$ cat src/hdl/mts_pkg.sv
// Shared types, codes and sizes for the min_tracking_stack block.
// No dependencies; imported by every module of the block.
`timescale 1ns / 1ps
`default_nettype none
package mts_pkg;

   localparam int STACK_DEPTH = 128;
   localparam int FILL_W      = $clog2(STACK_DEPTH + 1);
   localparam int VALUE_W     = 32;
   localparam int COUNT_W     = 8;

   // operation codes on req_func
   localparam logic [1:0] OP_PUSH       = 2'd0;
   localparam logic [1:0] OP_POP        = 2'd1;
   localparam logic [1:0] OP_REMOVE_MIN = 2'd2;

   // status codes on rsp_status
   localparam logic [1:0] ST_DONE  = 2'd0;
   localparam logic [1:0] ST_FULL  = 2'd1;
   localparam logic [1:0] ST_EMPTY = 2'd2;

   // commands broadcast to every cell
   localparam logic [2:0] CMD_HOLD   = 3'd0;
   localparam logic [2:0] CMD_PUSH   = 3'd1;
   localparam logic [2:0] CMD_POP    = 3'd2;
   localparam logic [2:0] CMD_MARK   = 3'd3;
   localparam logic [2:0] CMD_BUBBLE = 3'd4;
   localparam logic [2:0] CMD_FIX    = 3'd5;

   typedef struct packed {
      logic [2:0]                op;
      logic [FILL_W-1:0]         fill;
      logic signed [VALUE_W-1:0] arg;   // pushed word or value to mark
   } mts_cmd_type;

   typedef struct packed {
      logic signed [VALUE_W-1:0] top_min;
      logic                      any_hole;
      logic                      bottom_hole;
   } mts_stat_type;

endpackage
`default_nettype wire

$ cat src/hdl/mts_ctrl.sv
// Sequencer: fill level, command broadcast, remove-lowest phases and the
// two-deep result path to the rsp port. Depends on mts_pkg.
`timescale 1ns / 1ps
`default_nettype none
module mts_ctrl
   import mts_pkg::*;
(
   input  wire logic                      clock,
   input  wire logic                      reset,
   input  wire logic                      req_valid,
   output logic                           req_ready,
   input  wire logic [1:0]                req_func,
   input  wire logic signed [VALUE_W-1:0] req_push_value,
   output logic                           rsp_valid,
   input  wire logic                      rsp_ready,
   output logic [1:0]                     rsp_status,
   output logic [COUNT_W-1:0]             rsp_entry_count,
   output logic                           rsp_is_empty,
   output logic signed [VALUE_W-1:0]      rsp_lowest_value,
   output mts_cmd_type                    cmd,
   input  wire mts_stat_type              stat
);

   localparam logic [1:0] S_IDLE   = 2'd0;
   localparam logic [1:0] S_BUBBLE = 2'd1;
   localparam logic [1:0] S_FIX    = 2'd2;
   localparam logic [1:0] S_REPORT = 2'd3;

   logic [1:0]                state_ff, state_in;
   logic [FILL_W-1:0]         fill_ff, fill_in;
   logic [FILL_W-1:0]         cnt_ff, cnt_in;
   logic [1:0]                status_ff, status_in;

   // finished word waiting behind the output register
   logic                      slot_valid_ff, slot_valid_in;
   logic [1:0]                slot_status_ff;
   logic [COUNT_W-1:0]        slot_count_ff;
   logic                      slot_empty_ff;
   logic signed [VALUE_W-1:0] slot_lowest_ff;

   logic                      rsp_valid_ff, rsp_valid_in;
   logic [1:0]                rsp_status_ff;
   logic [COUNT_W-1:0]        rsp_count_ff;
   logic                      rsp_empty_ff;
   logic signed [VALUE_W-1:0] rsp_lowest_ff;

   logic                      accept;
   logic                      move;
   logic                      is_full;
   logic                      is_zero;

   assign req_ready = (state_ff == S_IDLE) && !slot_valid_ff;
   assign accept    = req_valid && req_ready;
   assign is_full   = (fill_ff == FILL_W'(STACK_DEPTH));
   assign is_zero   = (fill_ff == '0);
   assign move      = slot_valid_ff && (!rsp_valid_ff || rsp_ready);

   // sequencing and command broadcast
   always_comb begin
      state_in  = state_ff;
      fill_in   = fill_ff;
      cnt_in    = cnt_ff;
      status_in = status_ff;
      cmd.op    = CMD_HOLD;
      cmd.fill  = fill_ff;
      cmd.arg   = req_push_value;
      unique case (state_ff)
         S_IDLE: begin
            if (accept) begin
               state_in  = S_REPORT;
               status_in = ST_DONE;
               unique case (req_func)
                  OP_PUSH: begin
                     if (is_full) begin
                        status_in = ST_FULL;
                     end else begin
                        cmd.op  = CMD_PUSH;
                        fill_in = fill_ff + 1'b1;
                     end
                  end
                  OP_POP: begin
                     if (is_zero) begin
                        status_in = ST_EMPTY;
                     end else begin
                        cmd.op  = CMD_POP;
                        fill_in = fill_ff - 1'b1;
                     end
                  end
                  OP_REMOVE_MIN: begin
                     if (is_zero) begin
                        status_in = ST_EMPTY;
                     end else begin
                        cmd.op   = CMD_MARK;
                        cmd.arg  = stat.top_min;
                        state_in = S_BUBBLE;
                     end
                  end
                  default: begin
                  end
               endcase
            end
         end
         S_BUBBLE: begin
            // holes sink one place a cycle; the bottom one is dropped
            cmd.op = CMD_BUBBLE;
            if (stat.bottom_hole) begin
               fill_in = fill_ff - 1'b1;
            end
            if (!stat.any_hole) begin
               cmd.op = CMD_HOLD;
               cnt_in = fill_ff;
               state_in = is_zero ? S_REPORT : S_FIX;
            end
         end
         S_FIX: begin
            // running minimum ripples up one cell a cycle
            cmd.op = CMD_FIX;
            cnt_in = cnt_ff - 1'b1;
            if (cnt_ff == FILL_W'(1)) begin
               state_in = S_REPORT;
            end
         end
         S_REPORT: begin
            state_in = S_IDLE;
         end
         default: begin
            state_in = S_IDLE;
         end
      endcase
   end

   // result word handoff: slot then output register
   always_comb begin
      slot_valid_in = slot_valid_ff;
      if (state_ff == S_REPORT) begin
         slot_valid_in = 1'b1;
      end else if (move) begin
         slot_valid_in = 1'b0;
      end
      rsp_valid_in = rsp_valid_ff;
      if (move) begin
         rsp_valid_in = 1'b1;
      end else if (rsp_ready) begin
         rsp_valid_in = 1'b0;
      end
   end

   always_ff @(posedge clock) begin
      if (reset) begin
         state_ff      <= S_IDLE;
         fill_ff       <= '0;
         cnt_ff        <= '0;
         status_ff     <= ST_DONE;
         slot_valid_ff <= 1'b0;
         rsp_valid_ff  <= 1'b0;
      end else begin
         state_ff      <= state_in;
         fill_ff       <= fill_in;
         cnt_ff        <= cnt_in;
         status_ff     <= status_in;
         slot_valid_ff <= slot_valid_in;
         rsp_valid_ff  <= rsp_valid_in;
      end
   end

   // payload registers
   always_ff @(posedge clock) begin
      if (state_ff == S_REPORT) begin
         slot_status_ff <= status_ff;
         slot_count_ff  <= COUNT_W'(fill_ff);
         slot_empty_ff  <= is_zero;
         slot_lowest_ff <= is_zero ? '0 : stat.top_min;
      end
      if (move) begin
         rsp_status_ff <= slot_status_ff;
         rsp_count_ff  <= slot_count_ff;
         rsp_empty_ff  <= slot_empty_ff;
         rsp_lowest_ff <= slot_lowest_ff;
      end
   end

   assign rsp_valid        = rsp_valid_ff;
   assign rsp_status       = rsp_status_ff;
   assign rsp_entry_count  = rsp_count_ff;
   assign rsp_is_empty     = rsp_empty_ff;
   assign rsp_lowest_value = rsp_lowest_ff;

endmodule
`default_nettype wire

$ cat config.mk
export PLATFORM = sky130hd
export DESIGN_NAME = mts_ctrl
export DESIGN_NICKNAME = d
export VERILOG_FILES = /design/src/hdl/mts_pkg.sv /design/src/hdl/mts_ctrl.sv
export SDC_FILE = /design/constraint.sdc
export NUM_CORES = 1
export LEC_CHECK = 0
export BUFFER_PORTS_ARGS = -buffer_cell sky130_fd_sc_hd__buf_2
export CAP_MARGIN = 10
export CORE_ASPECT_RATIO = 0.6
export CORE_MARGIN = 4
export CORE_UTILIZATION = 42
export CTS_CLUSTER_SIZE = 14
export DETAILED_ROUTE_END_ITERATION = 12
export HOLD_SLACK_MARGIN = 0.1
export MAX_ROUTING_LAYER = met4
export PLACE_DENSITY = 0.68
export SETUP_SLACK_MARGIN = 0.3
export SLEW_MARGIN = 5
export SYNTH_ARGS = -nofsm -noshare
export SYNTH_HDL_FRONTEND = slang
export SYNTH_SLANG_ARGS = --single-unit
export TNS_END_PERCENT = 100
$ cat constraint.sdc
create_clock -name clock -period 6.5 [get_ports clock]
set_input_delay 0.65 -clock clock [delete_from_list [all_inputs] [get_ports clock]]
set_output_delay 0.65 -clock clock [all_outputs]
set_load 0.02 [all_outputs]
==> metrics.txt, run 1 <==
status complete, no violations; CTS buffer count 9; final setup vio count 0; combinational power share between 30% and 40%; first-pass GRT wire length 17400 um; CTS tree yes; die area around 13000 um2; Internal about 1.5 mW; ANT nets after route 0; synth unique cells 47; IO Count between 150 and 200; vias in the first global route roughly 3400; via/cell ratio 5.20; wire per inst between 15 and 20 um; CP Capture Point cmd[40]; Crit. End Element output port; Area Growth Syn to Fin 25.5%; Reg2Reg Depth 7; DR iter-0 viols about 180; sw power around 0.92 mW; via count about 3400; DRC viols 0; Avg Synthesized Cell Area roughly 13 um2; clock power share 20.8%; slew margin rel. 28.5%; Slew @ Worst Pin around 1.1 ns; EDFF count, synth between 80 and 90; fill count between 900 and 1000; 1st-pass router iterations 4; Chip Width around 150 um; Placed Cells around 640; Primary FF master, synth edfxtp_1; hpwl dp ~8000 um; Fin. Hold Viols 0; Finished Layout Cells about 660; top routing layer in use met4; hold crit path type register to register; CTS Hold Bufs 0; I/O Buffers 159; reg2reg setup slack between 3 and 4 ns; met2 WL between 5000 and 6000 um; cell area after synthesis around 4800 um2; Worst Skew approximately 0.0054 ns; period utilization between 50% and 60%; Remaining Overflow, GRT 0; final WL between 10000 and 15000 um; Root Driver clkbuf_16; pwr/cell area around 400 nW/um2; htree depth 3; met3 routed WL 770 um; largest net degree at the start of global routing 45; synthesized instance count approximately 360; Core Rows 29; setup bufs post-CTS 0; YS warnings 0; worst vdd ir about 0.23 mV; initial antenna violation count 1; GRT Overall Usage between 10% and 20%; crit path max fanout 37; syn nets 444; clk_lat worst skew roughly 0.33 ns; Post-DP Area 5750 um2; Max Freq between 0.2 and 0.3 GHz; Critical R2R Capture state_ff[0]; WS Path Type register to output port; setup TNS 0 ns; Flop pwr share 42.0%; Max Cap Viol 0; CP Launch Point fill_ff[0]; Critical Path Source Type register; nets around 600; number of synthesized register bits approximately 110; Worst-path clk slew about 0.070 ns; Worst Path Arrival 2.90 ns; Placer Congestion around 0.87; commonest cells after routing, fill and taps aside buf_2, edfxtp_1, nor2b_1; RSZ-0062 raised after global routing no; Final Cell Area 6030 um2; # resized after CTS 0; Core Area between 10000 and 15000 um2; Initial Util around 44%; switching share of power 37.7%; RR Startpoint fill_ff[0]; min Tclk post-route around 3.6 ns; ys async rst share 0%; Final Slew Violations 0; sequential share of the synthesized area between 60% and 70%; clk sink count between 100 and 150; Clock Tree Buf Depth 2; layout cells sized above 1 ~43%; die span in y between 90 and 100 um; leakage about 2.4 nW; worst path required time around 6 ns; most common cell after layout, fill and taps aside buf_2; routed metal-1 wirelength ~5100 um
[worst min-delay path by stage]
stage          cells after the start  slack [ns]               start                   end
3_3_place_gp                       0        0.40   slot_lowest_ff[3]   rsp_lowest_value[3]
6_report                           0        0.42  slot_lowest_ff[17]  rsp_lowest_value[17]
3_5_place_dp                       0        0.40    slot_count_ff[6]    rsp_entry_count[6]
2_1_floorplan                      0        0.40    slot_count_ff[0]    rsp_entry_count[0]
4_1_cts                            0        0.42  slot_lowest_ff[17]  rsp_lowest_value[17]
5_1_grt                            0        0.42   slot_lowest_ff[7]   rsp_lowest_value[7]
[area by class of cell]
cell class | count | area, um2 | area share (%)
inverter | 14 | 52.6 | 0.871
antenna | 1 | 2.50 | 0.0415
timing repair buffer | 162 | 818 | 13.6
sequential | 108 | 3020 | 50.1
clock inverter | 7 | 55.1 | 0.913
clock buffer | 9 | 225 | 3.73
multi-input combinational | 221 | 1680 | 27.9
tap | 139 | 174 | 2.88
[layer usage]
metal | GRT usage, % | vias up
met5 | - | -
met4 | 4.15 | 0
met3 | 4.76 | 6
met2 | 26.1 | 142
met1 | 22.1 | 1641
li1 | - | 1648
[cell usage after synthesis (all sizes together), types with 4 or more instances]
cell type / count / area share (%)
mux2: 38 / 8.9
inv: 13 / 1.0
or4b: 4 / 0.91
edfxtp: 86 / 54
o21ai: 12 / 1.3
nor3: 5 / 0.52
ha: 13 / 3.4
nor2b: 40 / 5.2
dfxtp: 22 / 9.2
buf: 8 / 0.83
a221oi: 6 / 1.2
nand2: 11 / 0.86
mux2i: 4 / 0.83
a21oi: 17 / 1.8
clkbuf: 8 / 0.63
nor2: 23 / 1.8
nand4: 5 / 0.65
o211ai: 4 / 0.63
[flip-flops by register name, indices dropped and copies added (netlist names)]
name              count
slot_status_ff        2
cnt_ff                8
slot_empty_ff         1
rsp_lowest_value     32
rsp_valid             1
state_ff              2
rsp_status            2
rsp_entry_count       8
rsp_is_empty          1
status_ff             2
slot_valid_ff         1
fill_ff               8
slot_lowest_ff       32
slot_count_ff         8
[power groups by stage]
stage	Combinational (mW)	Clock, mW	Sequential [mW]
floorplan	0.626	0	1.04
global placement	0.882	0	1.03
detailed placement	0.907	0	1.03
CTS	0.911	0.521	1.02
global route	1.00	0.549	1.04
finish	0.903	0.505	1.02
[logic make-up after synthesis]
kind of cell,count (synthesis),share of synthesized area [%]
AND/OR/NAND/NOR,109,13.0
multiplexers,42,9.74
XOR/XNOR,1,0.182
buffers and inverters,30,2.55
AO/OA/AOI/OAI,56,8.26
flip-flops,108,62.9
adder cells (fa/ha/maj),13,3.39
[through the flow]
step           util, %  total power [mW]  setup WS [ns]  hold WS [ns]
6_report          55.6              2.43           2.95         0.419
4_1_cts           55.6              2.45           2.93         0.418
3_3_place_gp      53.0              1.91           3.23         0.401
5_1_grt           55.6              2.59           2.79         0.424
2_1_floorplan        -              1.67           3.41         0.400
3_5_place_dp      53.0              1.94           3.12         0.405
[worst max-delay path: stages (launching register included)]
cell and delay [ns]:
dfxtp_1 0.52, inv_1 0.16, ha_1 0.27, or3b_1 0.34, nor3_2 0.10, buf_4 0.28
a2111o_1 0.44, o21ai_0 0.24, buf_2 0.21
Note: power is estimated with default switching activity, not from simulation.
==> run 2, diff against run 1 <==
ABC_AREA = 1   (was unset)
clock period = 3.5 ns   (was 6.5 ns; I/O delays follow)
==> run 2 against run 1 <==
Effect of this change:
- synthesized cell count is 35% higher
- cell count rose by 19%
- register-to-register slack got worse by 2.8 ns
- die area rose by 0.34%
- clock power up 97%
- design area grew 0.33%
- area after synthesis increased by 0.36%
- non-clock buffer count stayed put
- via count up 12%
- first-iteration DRC count is 22% higher
- critical endpoint is now cmd[14]
- largest cell class unchanged
==> metrics.txt, run 2 <==
Crit path buffers/inverters 3; Initial Util 44.3%; leading post-synthesis cells by cell area edfxtp_1, dfxtp_1, nand2_1, inv_1, nor2_1; RSZ-0062 raised after global routing no; slowest CP cell nor2_8; Critical Path Source Type register; period utilization between 80% and 90%; setup TNS 0 ns; die area 13300 um2; Total Power roughly 4.4 mW; hpwl dp 8430 um; sequential share of the synthesized area between 60% and 70%; initial antenna violation count 0; I/O Buffers ~160; DRC viols 0; RR Startpoint fill_ff[1]; Critical Path Max Stage Delay between 0.4 and 0.5 ns; top cells by count, synth nand2_1, edfxtp_1, inv_1; Core Rows 29; CP Capture Point cmd[14]; Max Cap Viol 0; Placed Cells roughly 770; Chip Width approximately 150 um; Yosys top cell by area edfxtp_1; worst path required time 3.15 ns; number of synthesized register bits 108; Max Freq 0.331 GHz; Worst Path Arrival 2.67 ns; IO Count between 150 and 200; clock power share 22.4%; Worst-path clk slew about 0.08 ns; status complete, no violations; CP Launch Point fill_ff[1]; ANT cells 0; CTS Hold Bufs 0; most common cell after layout, fill and taps aside buf_2; die span in y 91 um; Synth Area in Compound Gates under 10%; Core Area 10900 um2; most used cell, CP nand2_2; Finished Layout Cells ~790; final setup vio count 0; wire per inst 14.6 um; worst vdd ir 0.456 mV; Reg2Reg Depth 10; main combinational cell family by area after synthesis simple AND/OR/NAND/NOR gates; Post-Route Utilization between 50% and 60%; syn nets roughly 570; reg2reg setup slack ~1.2 ns; Internal 2.69 mW; htree depth 3; layout cells sized above 1 29.7%; adder-cell share of the synthesized area under 10%; Slew @ Worst Pin 1.11 ns; clk_lat worst skew 0.33 ns; sw power between 1.5 and 2 mW; combinational power share 36.6%; Root Driver clkbuf_16; post-synth top area share between 50% and 60%; Synth Area in XOR/XNOR between 1 and 1.5%; synthesized instance count slightly below 500; final WL 11500 um; nets a little over 700; WS Path Type register to output port; Critical R2R Capture fill_ff[5]; YS warnings 0; min Tclk post-route approximately 3.0 ns; slew margin rel. between 20% and 30%; crit path cell chain inv_1 > ha_1 > nand2_2 > nor2_8 > nor2_2 > nand2_2 > buf_6 > nand2_1 > o21ai_1 > buf_2; Placer Congestion a little under 0.9; crit path max fanout between 60 and 70; commonest cells after routing, fill and taps aside buf_2, nand2_1, edfxtp_1; CTS tree yes; ANT nets after route 0; synth unique cells 33; simple-gate area share of the yosys netlist between 10% and 20%; Final Cell Area around 6100 um2; Avg Synthesized Cell Area about 10 um2; Flop pwr share between 40% and 50%; Primary FF master, synth edfxtp_1; vias in the first global route around 3600; pwr/cell area 733 nW/um2; EDFF count, synth between 80 and 90; Worst Skew roughly 0.0063 ns; DR iter-0 viols roughly 210; hold crit path type primary input to register; via count 3847; cell area after synthesis between 4000 and 5000 um2; Post-DP Area about 5700 um2; 1st-pass router iterations 5; CTS buffer count 9; switching share of power 39.3%; clk sink count 108; Top delay family on crit path simple AND/OR/NAND/NOR gates; Area Growth Syn to Fin 25.5%; Worst path depth 10; via/cell ratio roughly 4.9; Crit. End Element output port; Final Slew Violations 0; mux cell area share after synthesis 0%; first-pass GRT wire length roughly 18000 um; Fin. Hold Viols 0; GRT Overall Usage 17.2%; Clock Tree Buf Depth 2; leakage around 2.7 nW; Remaining Overflow, GRT 0; most common cell in the synthesized netlist nand2_1; largest net degree at the start of global routing 65; ys async rst share 0%
## run 2: changes by cell type after synthesis, moves of 5 or more
| cell | before | now |
|---|---|---|
| o21ai_1 | 0 | 26 |
| inv_1 | 13 | 66 |
| nand3_1 | 2 | 11 |
| xor2_1 | 0 | 5 |
| clkbuf_1 | 8 | 3 |
| nor2b_1 | 40 | 0 |
| mux2_2 | 36 | 0 |
| nor2_1 | 23 | 65 |
| a221oi_1 | 5 | 0 |
| o21ai_0 | 12 | 31 |
| nand2_1 | 11 | 88 |
## run 2: cells by family (layout without fill, tap and decap cells)
| kind of cell | count (synthesis) | after routing |
|---|---|---|
| and+or+nand+nor | 183 | 183 |
| AOI/OAI and AO/OA | 89 | 89 |
| DFF | 108 | 108 |
| adders and majority gates | 13 | 13 |
| xor gates and xnor gates | 7 | 7 |
| buffers and inverters | 84 | 246 |
## run 2: how the worst min path moves through the flow
stage	start	endpoint	depth (start not counted)
after detailed placement	slot_lowest_ff[10]	rsp_lowest_value[10]	0
after global placement	slot_lowest_ff[4]	rsp_lowest_value[4]	0
after CTS	stat[29]	slot_lowest_ff[27]	3
final	stat[26]	slot_lowest_ff[24]	3
after global routing	stat[12]	slot_lowest_ff[10]	3
after floorplan	slot_count_ff[0]	rsp_entry_count[0]	0
## run 2: power groups by stage
stage	clock network, mW	logic [mW]	registers (mW)
after global placement	0	1.58	1.83
after CTS	1.02	1.63	1.82
final	0.994	1.62	1.82
after global routing	1.07	1.82	1.85
after floorplan	0	1.15	1.86
after detailed placement	0	1.62	1.85
## run 2: worst reg2reg max path: stages (launching register included)
cell and delay, ns:
dfxtp_1 0.50, inv_1 0.11, ha_1 0.25, nand2_2 0.16
nor2_8 0.13, nand3_2 0.11, nand3_1 0.08, nor2_1 0.61
nand3_1 0.16, nand2_1 0.10, nor2_1 0.04
## run 2: cell type report
| type | instances | area, um2 |
|---|---|---|
| Clock buffer | 9 | 225 |
| Clock inverter | 7 | 78.8 |
| Multi-Input combinational cell | 292 | 1470 |
| Inverter | 68 | 255 |
| Timing Repair Buffer | 162 | 822 |
| Sequential cell | 108 | 3020 |
| Tap cell | 139 | 174 |
| Fill cell | 971 | 4830 |
## run 2: per-layer routing
metal,share of wire [%],routed length (um),up-vias,GRT usage (%)
li1,-,-,1924,-
met3,8.2,939,6,4.18
met2,45,5120,155,26.7
met4,0.83,95,0,3.60
met5,0,0,-,-
met1,46,5320,1762,23.5
## run 2: stage by stage
stage,setup slack [ns],hold slack [ns]
2_1_floorplan,0.507,0.400
3_3_place_gp,0.892,0.400
3_5_place_dp,0.705,0.405
4_1_cts,0.330,0.312
5_1_grt,0.319,0.315
6_report,0.482,0.321
## run 2: repair_timing
action                     CTS  global route
setup endpoints to repair    0            32
buffers inserted             0             0
resized for setup            0             1
hold endpoints to repair     0             0
